[src/rtl/core/i2a_pkg.sv]
`timescale 1ns / 1ps
// i2a_pkg: shared types, constants and helpers for the integer to ascii block
// depends on nothing; used by every module under rtl/core
package i2a_pkg;

	localparam int NUMBER_WIDTH = 32;
	localparam int BASE_W       = 6;
	localparam int CHAR_W       = 7;
	localparam int BIT_CNT_W    = $clog2(NUMBER_WIDTH);
	localparam int DIG_CNT_W    = $clog2(NUMBER_WIDTH + 1);
	localparam int DIG_IDX_W    = $clog2(NUMBER_WIDTH);

	localparam logic [BASE_W-1:0] BASE_RESET = BASE_W'(10);
	localparam logic [BASE_W-1:0] BASE_DEC   = BASE_W'(10);
	localparam logic [BASE_W-1:0] BASE_MIN   = BASE_W'(2);
	localparam logic [BASE_W-1:0] BASE_MAX   = BASE_W'(36);

	localparam logic [CHAR_W-1:0] CHAR_ZERO   = CHAR_W'(8'h30);
	localparam logic [CHAR_W-1:0] CHAR_LETTER = CHAR_W'(8'h61 - 8'd10);
	localparam logic [CHAR_W-1:0] CHAR_MINUS  = CHAR_W'(8'h2d);

	localparam logic MODE_UNSIGNED = 1'b0;
	localparam logic MODE_SIGNED   = 1'b1;

	// one accepted input item
	typedef struct packed {
		logic                    mode;
		logic [NUMBER_WIDTH-1:0] number;
	} in_item_t;

	// one result item
	typedef struct packed {
		logic [CHAR_W-1:0] character;
		logic              last;
	} out_item_t;

	// classified work handed from front to back
	typedef struct packed {
		logic                    neg;
		logic [BASE_W-1:0]       base;
		logic [NUMBER_WIDTH-1:0] mag;
	} work_t;

	// digit value to ascii, lower-case letters from ten up
	function automatic logic [CHAR_W-1:0] digit_char(input logic [BASE_W-1:0] d);
		logic [CHAR_W-1:0] dw;
		dw = CHAR_W'(d);
		if (d < BASE_DEC) begin
			digit_char = CHAR_ZERO + dw;
		end else begin
			digit_char = CHAR_LETTER + dw;
		end
	endfunction

endpackage

[src/rtl/core/i2a_front.sv]
`timescale 1ns / 1ps
// i2a_front: classifies an input item into sign, base and magnitude
// depends on i2a_pkg
module i2a_front (
	input  i2a_pkg::in_item_t          in_item,
	input  logic [i2a_pkg::BASE_W-1:0] digit_base,
	output i2a_pkg::work_t             work
);

	logic [i2a_pkg::BASE_W-1:0] base_eff;
	logic                       is_neg;

	// clamp the configured base into the legal range
	always_comb begin
		priority if (digit_base < i2a_pkg::BASE_MIN) begin
			base_eff = i2a_pkg::BASE_MIN;
		end else if (digit_base > i2a_pkg::BASE_MAX) begin
			base_eff = i2a_pkg::BASE_MAX;
		end else begin
			base_eff = digit_base;
		end
	end

	assign is_neg = (in_item.mode == i2a_pkg::MODE_SIGNED)
		&& in_item.number[i2a_pkg::NUMBER_WIDTH-1];

	// signed mode is always decimal; negative values give their magnitude
	always_comb begin
		work.neg  = is_neg;
		work.base = (in_item.mode == i2a_pkg::MODE_SIGNED) ? i2a_pkg::BASE_DEC : base_eff;
		work.mag  = is_neg ? (~in_item.number + i2a_pkg::NUMBER_WIDTH'(1)) : in_item.number;
	end

endmodule

[src/rtl/core/i2a_queue.sv]
`timescale 1ns / 1ps
// i2a_queue: two-entry queue of classified work between front and back
// depends on i2a_pkg
module i2a_queue (
	input  logic           clk,
	input  logic           arst_n,
	input  logic           push,
	input  i2a_pkg::work_t wdata,
	output logic           full,
	input  logic           pop,
	output i2a_pkg::work_t rdata,
	output logic           empty
);

	i2a_pkg::work_t mem_q [2];
	logic           wr_ptr_q;
	logic           rd_ptr_q;
	logic [1:0]     count_q;
	logic           do_push;
	logic           do_pop;

	assign full    = (count_q == 2'd2);
	assign empty   = (count_q == 2'd0);
	assign do_push = push && !full;
	assign do_pop  = pop && !empty;
	assign rdata   = mem_q[rd_ptr_q];

	// storage
	always_ff @(posedge clk) begin
		if (do_push) begin
			mem_q[wr_ptr_q] <= wdata;
		end
	end

	// pointers and fill count
	always_ff @(posedge clk or negedge arst_n) begin
		if (!arst_n) begin
			wr_ptr_q <= 1'b0;
			rd_ptr_q <= 1'b0;
			count_q  <= 2'd0;
		end else begin
			if (do_push) begin
				wr_ptr_q <= ~wr_ptr_q;
			end
			if (do_pop) begin
				rd_ptr_q <= ~rd_ptr_q;
			end
			count_q <= count_q + {1'b0, do_push} - {1'b0, do_pop};
		end
	end

endmodule

[src/rtl/core/i2a_back.sv]
`timescale 1ns / 1ps
// i2a_back: digit extraction by a bit-serial divider, digit stack and output slot
// depends on i2a_pkg
module i2a_back (
	input  logic               clk,
	input  logic               arst_n,
	input  i2a_pkg::work_t     work,
	input  logic               work_empty,
	output logic               work_pop,
	output i2a_pkg::out_item_t out_item,
	output logic               empty,
	input  logic               pop
);

	typedef enum logic [2:0] {
		ST_IDLE = 3'b001,
		ST_DIV  = 3'b010,
		ST_EMIT = 3'b100
	} state_t;

	state_t                              state_q;
	logic                                neg_q;
	logic [i2a_pkg::BASE_W-1:0]          base_q;
	logic [i2a_pkg::NUMBER_WIDTH-1:0]    quot_q;
	logic [i2a_pkg::BASE_W-1:0]          rem_q;
	logic [i2a_pkg::BIT_CNT_W-1:0]       bit_q;
	logic [i2a_pkg::DIG_CNT_W-1:0]       ndig_q;
	logic [i2a_pkg::BASE_W-1:0]          stack_q [i2a_pkg::NUMBER_WIDTH];
	i2a_pkg::out_item_t                  out_q;
	logic                                out_valid_q;

	logic [i2a_pkg::BASE_W:0]            trial;
	logic                                ge;
	logic [i2a_pkg::BASE_W-1:0]          rem_n;
	logic [i2a_pkg::NUMBER_WIDTH-1:0]    quot_n;
	logic                                div_done;
	logic                                slot_free;
	logic [i2a_pkg::DIG_CNT_W-1:0]       ndig_m1;
	logic [i2a_pkg::BASE_W-1:0]          top_digit;

	// one restoring division step per cycle
	always_comb begin
		trial  = {rem_q, quot_q[i2a_pkg::NUMBER_WIDTH-1]};
		ge     = (trial >= {1'b0, base_q});
		rem_n  = ge ? i2a_pkg::BASE_W'(trial - {1'b0, base_q}) : i2a_pkg::BASE_W'(trial);
		quot_n = {quot_q[i2a_pkg::NUMBER_WIDTH-2:0], ge};
	end

	assign div_done  = (bit_q == i2a_pkg::BIT_CNT_W'(i2a_pkg::NUMBER_WIDTH - 1));
	assign slot_free = !out_valid_q || pop;
	assign ndig_m1   = ndig_q - i2a_pkg::DIG_CNT_W'(1);
	assign top_digit = stack_q[ndig_m1[i2a_pkg::DIG_IDX_W-1:0]];
	assign work_pop  = (state_q == ST_IDLE) && !work_empty;

	assign out_item = out_q;
	assign empty    = !out_valid_q;

	// digit stack, filled least significant digit first
	always_ff @(posedge clk) begin
		if (state_q == ST_DIV && div_done) begin
			stack_q[ndig_q[i2a_pkg::DIG_IDX_W-1:0]] <= rem_n;
		end
	end

	// datapath registers
	always_ff @(posedge clk) begin
		unique case (state_q)
			ST_IDLE: begin
				base_q <= work.base;
				quot_q <= work.mag;
				rem_q  <= '0;
			end
			ST_DIV: begin
				quot_q <= quot_n;
				rem_q  <= div_done ? '0 : rem_n;
			end
			ST_EMIT: begin
				if (slot_free) begin
					if (neg_q) begin
						out_q.character <= i2a_pkg::CHAR_MINUS;
						out_q.last      <= 1'b0;
					end else begin
						out_q.character <= i2a_pkg::digit_char(top_digit);
						out_q.last      <= (ndig_q == i2a_pkg::DIG_CNT_W'(1));
					end
				end
			end
			default: begin
				rem_q <= '0;
			end
		endcase
	end

	// sequencer and output slot control
	always_ff @(posedge clk or negedge arst_n) begin
		if (!arst_n) begin
			state_q     <= ST_IDLE;
			neg_q       <= 1'b0;
			bit_q       <= '0;
			ndig_q      <= '0;
			out_valid_q <= 1'b0;
		end else begin
			// output slot fills on an emit and drains on a pop
			out_valid_q <= ((state_q == ST_EMIT) && slot_free) || (out_valid_q && !pop);
			unique case (state_q)
				ST_IDLE: begin
					if (!work_empty) begin
						neg_q   <= work.neg;
						bit_q   <= '0;
						ndig_q  <= '0;
						state_q <= ST_DIV;
					end
				end
				ST_DIV: begin
					bit_q <= div_done ? '0 : bit_q + i2a_pkg::BIT_CNT_W'(1);
					if (div_done) begin
						ndig_q <= ndig_q + i2a_pkg::DIG_CNT_W'(1);
						if (quot_n == '0) begin
							state_q <= ST_EMIT;
						end
					end
				end
				ST_EMIT: begin
					if (slot_free) begin
						if (neg_q) begin
							neg_q <= 1'b0;
						end else begin
							ndig_q <= ndig_m1;
							if (ndig_q == i2a_pkg::DIG_CNT_W'(1)) begin
								state_q <= ST_IDLE;
							end
						end
					end
				end
				default: begin
					state_q <= ST_IDLE;
				end
			endcase
		end
	end

endmodule

[src/rtl/core/integer_to_ascii_digits_top.sv]
`timescale 1ns / 1ps
// Integer to ascii converter: a 32-bit number goes in, one ascii character per
// result item comes out, most significant digit first, the final one flagged
// by last. Unsigned mode uses the base in digit_base (clamped to 2..36),
// signed mode is always decimal with a leading '-' for negative values. The
// front classifies an item and hands it through a two-entry queue, so two more
// items can be taken while one converts. Each digit costs one pass of the
// bit-serial divider and one emit to the output slot, once the item is taken
// from the queue; a minus sign adds one more emit, and a stalled output holds
// the emits back.
// depends on i2a_pkg, i2a_front, i2a_queue, i2a_back
module integer_to_ascii_digits_top (
	input  logic                       clk,
	input  logic                       arst_n,
	input  logic                       push,
	output logic                       full,
	input  i2a_pkg::in_item_t          in_item,
	output logic                       empty,
	input  logic                       pop,
	output i2a_pkg::out_item_t         out_item,
	input  logic                       cfg_we,
	input  logic [i2a_pkg::BASE_W-1:0] cfg_wdata
);

	logic [i2a_pkg::BASE_W-1:0] digit_base_q;
	i2a_pkg::work_t             front_work;
	i2a_pkg::work_t             queue_work;
	logic                       queue_empty;
	logic                       queue_pop;

	// base register
	always_ff @(posedge clk or negedge arst_n) begin
		if (!arst_n) begin
			digit_base_q <= i2a_pkg::BASE_RESET;
		end else if (cfg_we) begin
			digit_base_q <= cfg_wdata;
		end
	end

	i2a_front u_front (
		.in_item    (in_item),
		.digit_base (digit_base_q),
		.work       (front_work)
	);

	i2a_queue u_queue (
		.clk    (clk),
		.arst_n (arst_n),
		.push   (push),
		.wdata  (front_work),
		.full   (full),
		.pop    (queue_pop),
		.rdata  (queue_work),
		.empty  (queue_empty)
	);

	i2a_back u_back (
		.clk        (clk),
		.arst_n     (arst_n),
		.work       (queue_work),
		.work_empty (queue_empty),
		.work_pop   (queue_pop),
		.out_item   (out_item),
		.empty      (empty),
		.pop        (pop)
	);

endmodule

[config.mk]
export PLATFORM = sky130hd
export DESIGN_NAME = integer_to_ascii_digits_top
export DESIGN_NICKNAME = d
export VERILOG_FILES = /design/src/rtl/core/i2a_pkg.sv /design/src/rtl/core/i2a_front.sv /design/src/rtl/core/i2a_queue.sv /design/src/rtl/core/i2a_back.sv /design/src/rtl/core/integer_to_ascii_digits_top.sv
export SDC_FILE = /design/constraint.sdc
export NUM_CORES = 1
export LEC_CHECK = 0
export BUFFER_PORTS_ARGS = -buffer_cell sky130_fd_sc_hd__buf_2
export CORE_ASPECT_RATIO = 1.1
export CORE_UTILIZATION = 40
export CTS_CLUSTER_SIZE = 12
export DETAILED_ROUTE_END_ITERATION = 7
export PLACE_DENSITY = 0.66
export SKIP_CTS_REPAIR_TIMING = 1
export SYNTH_ARGS = -nofsm -noshare
export SYNTH_HDL_FRONTEND = slang
export SYNTH_SLANG_ARGS = --single-unit
[constraint.sdc]
create_clock -name clk -period 10.7 [get_ports clk]
set_clock_uncertainty 0.05 [all_clocks]
set_input_delay 1.605 -clock clk [delete_from_list [all_inputs] [get_ports clk]]
set_output_delay 1.605 -clock clk [all_outputs]
set_load 0.02 [all_outputs]
-- Word level (Yosys, flattened, before mapping)
Memory sizes are Yosys's and may differ from the RTL's.
Index checks and enable logic that the tools add are counted.
- word-level logic and storage cells: 98
- output and inout port bits: 10
- input port bits: 44
- RAM bits: 270
- register bits after elaboration: 78
- memories: 2
- reductions and logical operators: 23
- multiplexer cells: 31
- add/sub/neg operators: 9
- equality and inequality tests: 12
- bitwise operators: 3
- $lt $le $gt $ge: 4
- memory list (name ; words ; bits a word ; rd ports ; clocked after Yosys merged registers in ; write ports ; RTL line ; text):
    u_back.stack_q ; 32 ; 6 ; 1 ; 0 ; 1 ; i2a_back.sv:28 ; logic [i2a_pkg::BASE_W-1:0] stack_q [i2a_pkg::NUMBER_WIDTH];
    u_queue.mem_q ; 2 ; 39 ; 1 ; 0 ; 1 ; i2a_queue.sv:15 ; i2a_pkg::work_t mem_q [2];
- operators by type and width (operator ; count):
    $pmux 32 s2 ; 1
    $mux 6 ; 9
    $add 32x1->32 const B ; 1
    $logic_not 32->1 ; 1
    $mux 32 ; 1
    $not 32->32 ; 1
    $mux 3 ; 6
    $pmux 6 s3 ; 1
    $pmux 6 s2 ; 1
    $mux 5 ; 2
    $pmux 5 s2 ; 1
    $pmux 3 s3 ; 1
    $add 6x6->7 const A ; 1
    $add 7x6->7 const A ; 1
    $ge 7x6->1 ; 1
    $logic_and 1x1->1 ; 7
    $mux 7 ; 1
    $add 6x1->6 const B ; 1
    $eq 6x1->1 const B ; 1
    $gt 6x6->1 const B ; 1
    $lt 6x2->1 const B ; 1
    $lt 6x4->1 const B ; 1
    $mux 1 ; 6
    $ne 2x1->1 const B ; 3
    22 further kinds ; 31

-- Depth between registers and ports, before layout
- depth in word-level cells: 5
- gate-level depth with buffers: 13
- mapped depth without buffers: 10

-- By module
Synthesis repeated with hierarchy kept, for this count alone.
- cells, all modules: 992
- area, all modules: 15457.3 um^2
- by module, submodules not included (module ; cells an instance ; sequential area each (um^2) ; times used ; area each (um^2)):
    i2a_back ; 723 ; 7728.7 ; 1 ; 11402.2
    i2a_queue ; 139 ; 2442.3 ; 1 ; 3026.7
    i2a_front ; 117 ; 0.0 ; 1 ; 774.5
    integer_to_ascii_digits_top ; 13 ; 152.6 ; 1 ; 254.0

-- Worst setup path before layout
OpenSTA, ideal clock, no wires.
- kind: reg2reg
- start: register u_back.ndig_q[0] (netlist bit)
- end: register u_back.out_q (netlist bit u_back.out_item[1]) (data pin)
- data arrival time: 3.634 ns
- path buffers: 4
- cell stages (with the launch flop): 14
- data required time: 10.384 ns
- path slack: 6.750 ns
- library setup time: 0.266 ns
- cell sequence: dfrtp_1 buf_6 inv_2 ha_1 buf_4 buf_2 buf_1 mux4_2 mux4_2 mux2i_2 ha_1 inv_1 o21ai_1 or3b_1
- word-level cells in the longest chain between the ends: 4
- elaborated cells between the ends (all ways): 6
- RTL lines (item ; RTL line ; text):
    start: declaration ; i2a_back.sv:27 ; logic [i2a_pkg::DIG_CNT_W-1:0] ndig_q;
    start signal: assignment ; i2a_back.sv:117 ; ndig_q <= ndig_q + i2a_pkg::DIG_CNT_W'(1);
    start signal: assignment ; i2a_back.sv:128 ; ndig_q <= ndig_m1;
    $sub 6x1->6 (*) ; i2a_back.sv:51 ; assign ndig_m1 = ndig_q - i2a_pkg::DIG_CNT_W'(1);
    $mem_v2 32x6 (*) ; - ;
    $add 7x6->7, or another cell as far along ; i2a_pkg.sv:51 ; digit_char = CHAR_LETTER + dw;
    $mux 7 (*) ; i2a_pkg.sv:48 ; if (d < BASE_DEC) begin
    end: declaration ; i2a_back.sv:29 ; i2a_pkg::out_item_t out_q;
Mark *: on every way between the ends. The rest lies on a longest branch, timed or not.
A chain may end at the register's enable or synchronous reset.

-- Final worst setup path
Same ends and word-level chain as after synthesis.

==> impl_metrics.env <==
export IMPL_cts_sinks=348
export IMPL_crit_buf_inv=2
export IMPL_power_mw=5.55
export IMPL_setup_viol=0
export IMPL_fmax_mhz=238
export IMPL_synth_simple_area_share=0.0720
export IMPL_root_buffer="clkbuf_16"
export IMPL_ys_seq_area_frac=0.685
export IMPL_first_pass_iters=5
export IMPL_synth_async_sr_flop_share=0.0747
export IMPL_post_place_cells=1490
export IMPL_htree_levels=2
export IMPL_worstSetupStartpointType="flop"
export IMPL_hold_slack_ps=436
export IMPL_crit_path_top_delay_cell="ha_4"
export IMPL_hold_path_class="reg -> reg"
export IMPL_maxCapViolCount=0
export IMPL_ys_flop_type="edfxtp_1"
export IMPL_drv_slew=0
export IMPL_grt_usage=0.150
export IMPL_initial_core_util=0.406
export IMPL_ff_latch_area_um2=10300
export IMPL_switching_power_mw=1.97
export IMPL_reg2reg_depth=9
export IMPL_p_int_mw=3.58
export IMPL_synth_compound_gate_area_share=0.0549
export IMPL_seq_power_share=0.399
export IMPL_cts_buffer_depth=3
export IMPL_setup_worst_path_end_class="flop"
export IMPL_drive_gt1_frac=0.186
export IMPL_worstHoldPathCells=1
export IMPL_worstHoldStart="u_back.bit_q[3]"
export IMPL_relSlewSlack=0.175
export IMPL_synthAdderAreaFrac=0.0179
export IMPL_die_h_um=206
export IMPL_antenna_left=0
export IMPL_io_buffers=53
export IMPL_ys_seq_elements=348
export IMPL_peakVddDrop_mv=0.147
export IMPL_grt_first_pass_wirelength_mm=45.3
export IMPL_r2r_start="u_back.ndig_q[0]"
export IMPL_place_area_um2=15900
export IMPL_avgRoutedWirePerCell_um=18.3
export IMPL_finalWorstSetupSlack_ps=6500
export IMPL_swShare=0.355
export IMPL_io_pins=54
export IMPL_fin_area_um2=17000
export IMPL_num_vias=8201
export IMPL_numCtsBuffers=37
export IMPL_nets=1100
export IMPL_period_share=0.392
export IMPL_core_area_um2=37100
export IMPL_cp_max_fo=66
export IMPL_status="finished clean"
export IMPL_final_hold_violation_count=0
export IMPL_synth_top_family_by_area="multiplexers"
export IMPL_place_detailed_hpwl_mm=18.9
export IMPL_antenna_found_initial=0
export IMPL_syn_area_per_cell_um2=15.5
export IMPL_synth_xor_area_share=0.0221
export IMPL_syn_cell_area_um2=15100
export IMPL_syn_nets=1035
export IMPL_post_route_util=0.458
export IMPL_place_ws_ps=6500
export IMPL_critPathRequiredTime_ps=10910
export IMPL_cts_tree="yes"
export IMPL_drtIter0Drc=631
export IMPL_cp_common_cell="mux4_2"
export IMPL_clock_latency_ps=520
export IMPL_drc=0
export IMPL_worstPathCellList="inv_2, ha_4, mux4_2, mux4_2, mux2i_2, ha_1, inv_1, o21ai_1, or3b_1"
export IMPL_synth_distinct_cells=65
export IMPL_mostFrequentLayoutCells="edfxtp_1, nand2_1, nor2_1, o21ai_0, mux2i_1"
export IMPL_yosysWarningCount=0
export IMPL_p_per_area_nw_per_um2=326
export IMPL_n_antenna_cell=0
export IMPL_p_comb_frac=0.385
export IMPL_gp_congestion=0.784
export IMPL_min_period_ps=4200
export IMPL_grt_pass1_vias=8237
export IMPL_mostFrequentLayoutCell="edfxtp_1"
export IMPL_max_stage_delay_ps=850
export IMPL_synthCells=970
export IMPL_min_to="u_back.bit_q[3]"
export IMPL_leakagePower_nw=5.83
export IMPL_core_rowCount=74
export IMPL_synth_edf_count=322
export IMPL_multi_input_area_um2=4480
export IMPL_critical_path_class="reg -> reg"
export IMPL_synthMuxAreaShare=0.128
export IMPL_fp_dieW_um=187
export IMPL_grt_ovfl_total=0
export IMPL_pwr_share_clk=0.216
export IMPL_wirelength_mm=28.3
export IMPL_crit_arrival_ps=4410
export IMPL_fin_setup_tns_ps=0
export IMPL_cpLargestDelayFamily="multiplexers"
export IMPL_areaGrowthSynthToFinish_pct=12.7
export IMPL_r2r_end="u_back.out_item[1]"
export IMPL_num_fill_cells=3187
export IMPL_vias_per_cell=5.30
export IMPL_final_cells=1548
export IMPL_grt_max_degree=80
export IMPL_die_area_um2=38500
export IMPL_rsz0062_at_grt="false"
export IMPL_tightestPinTransition_ps=1230
export IMPL_clkTransAtPathRegs_ps=60
export IMPL_r2r_slack_ps=6500
## how the worst max path moves through the flow
stage	start	to	slack, ps	depth (start not counted)
after floorplan	u_back.ndig_q[0]	u_back.out_item[1]	6750	13
after global routing	u_back.ndig_q[0]	u_back.out_item[1]	6220	9
after detailed placement	u_back.ndig_q[0]	u_back.out_item[1]	6500	9
after CTS	u_back.ndig_q[0]	u_back.out_item[1]	6490	9
after global placement	in_item[10]	u_queue.mem_q[0][29]	6540	8
final	u_back.ndig_q[0]	u_back.out_item[1]	6500	9
## state kept, by name, summed over array words and instances, names as in the netlist
name,count
u_back.bit_q,5
u_back.stack_q,192
u_queue.mem_q,78
u_back.ndig_q,6
u_back.quot_q,32
u_queue.count_q,2
u_back.base_q,6
u_back.out_item,8
u_back.neg_q,1
u_back.out_valid_q,1
u_queue.wr_ptr_q,1
u_queue.rd_ptr_q,1
u_back.state_q,3
digit_base_q,6
u_back.rem_q,6
## cell usage after synthesis, types with 3 or more instances
cell type | n | area (um2)
buf_1 | 6 | 22.5
o41ai_1 | 3 | 26.3
mux4_2 | 48 | 1080
nand4_1 | 4 | 25.0
o21ai_0 | 65 | 325
or3_1 | 3 | 18.8
nor2b_1 | 4 | 25.0
ha_1 | 20 | 250
nor2_1 | 70 | 263
a22o_1 | 3 | 26.3
nand2_1 | 71 | 267
nand3b_1 | 3 | 22.5
nor3_1 | 13 | 65.1
inv_1 | 31 | 116
and3_1 | 5 | 31.3
clkbuf_1 | 16 | 60.1
buf_2 | 6 | 30.0
mux2i_4 | 3 | 67.6
nand2b_1 | 3 | 18.8
o21a_1 | 4 | 30.0
edfxtp_1 | 322 | 9670
buf_4 | 7 | 52.6
nand3_1 | 26 | 130
xor2_1 | 16 | 140
o21ai_1 | 3 | 15.0
mux2i_1 | 65 | 651
mux2_2 | 10 | 113
xnor2_1 | 22 | 193
dfrtp_1 | 23 | 576
or4_1 | 4 | 30.0
a21oi_1 | 27 | 135
or3b_1 | 3 | 26.3
nor3b_1 | 3 | 22.5
o31ai_1 | 7 | 52.6
nor4_1 | 9 | 56.3
dfstp_2 | 3 | 78.8
## worst reg2reg max path: stages, from the launching register on
cell and delay (ps):
dfrtp_2 400, inv_2 300, ha_4 860, mux4_2 490
mux4_2 500, mux2i_2 400, ha_1 300, inv_1 160
o21ai_1 150, or3b_1 340
## cell type report
class                   count  area share
repair buffers             63      0.0200
well taps                 494      0.0364
multi-input cells         552       0.263
clock buffers              47      0.0579
flip-flops and latches    348       0.607
inverters                  33     0.00729
clock inverters            11     0.00765
## layer usage
metal	part of all wire	wire length, um	track usage
met5	0	0	0
met4	0.020	578	0.0378
met3	0.049	1400	0.0249
met2	0.50	14300	0.266
met1	0.43	12100	0.191
## logic make-up after synthesis
logic type | after synthesis
DFF | 348
and+or+nand+nor | 230
AOI/OAI and AO/OA | 136
muxes | 127
buffers and inverters | 70
xor gates and xnor gates | 38
adders and majority gates | 21
## power groups by stage
| stage | Sequential, mW | Combinational [mW] | Clock, mW |
|---|---|---|---|
| after floorplan | 2.21 | 1.58 | 0 |
| after global placement | 2.23 | 2.10 | 0 |
| after detailed placement | 2.24 | 2.16 | 0 |
| after CTS | 2.21 | 2.16 | 1.22 |
| after global routing | 2.24 | 2.36 | 1.27 |
| final | 2.21 | 2.14 | 1.20 |
(Power assumes the default switching activity.)
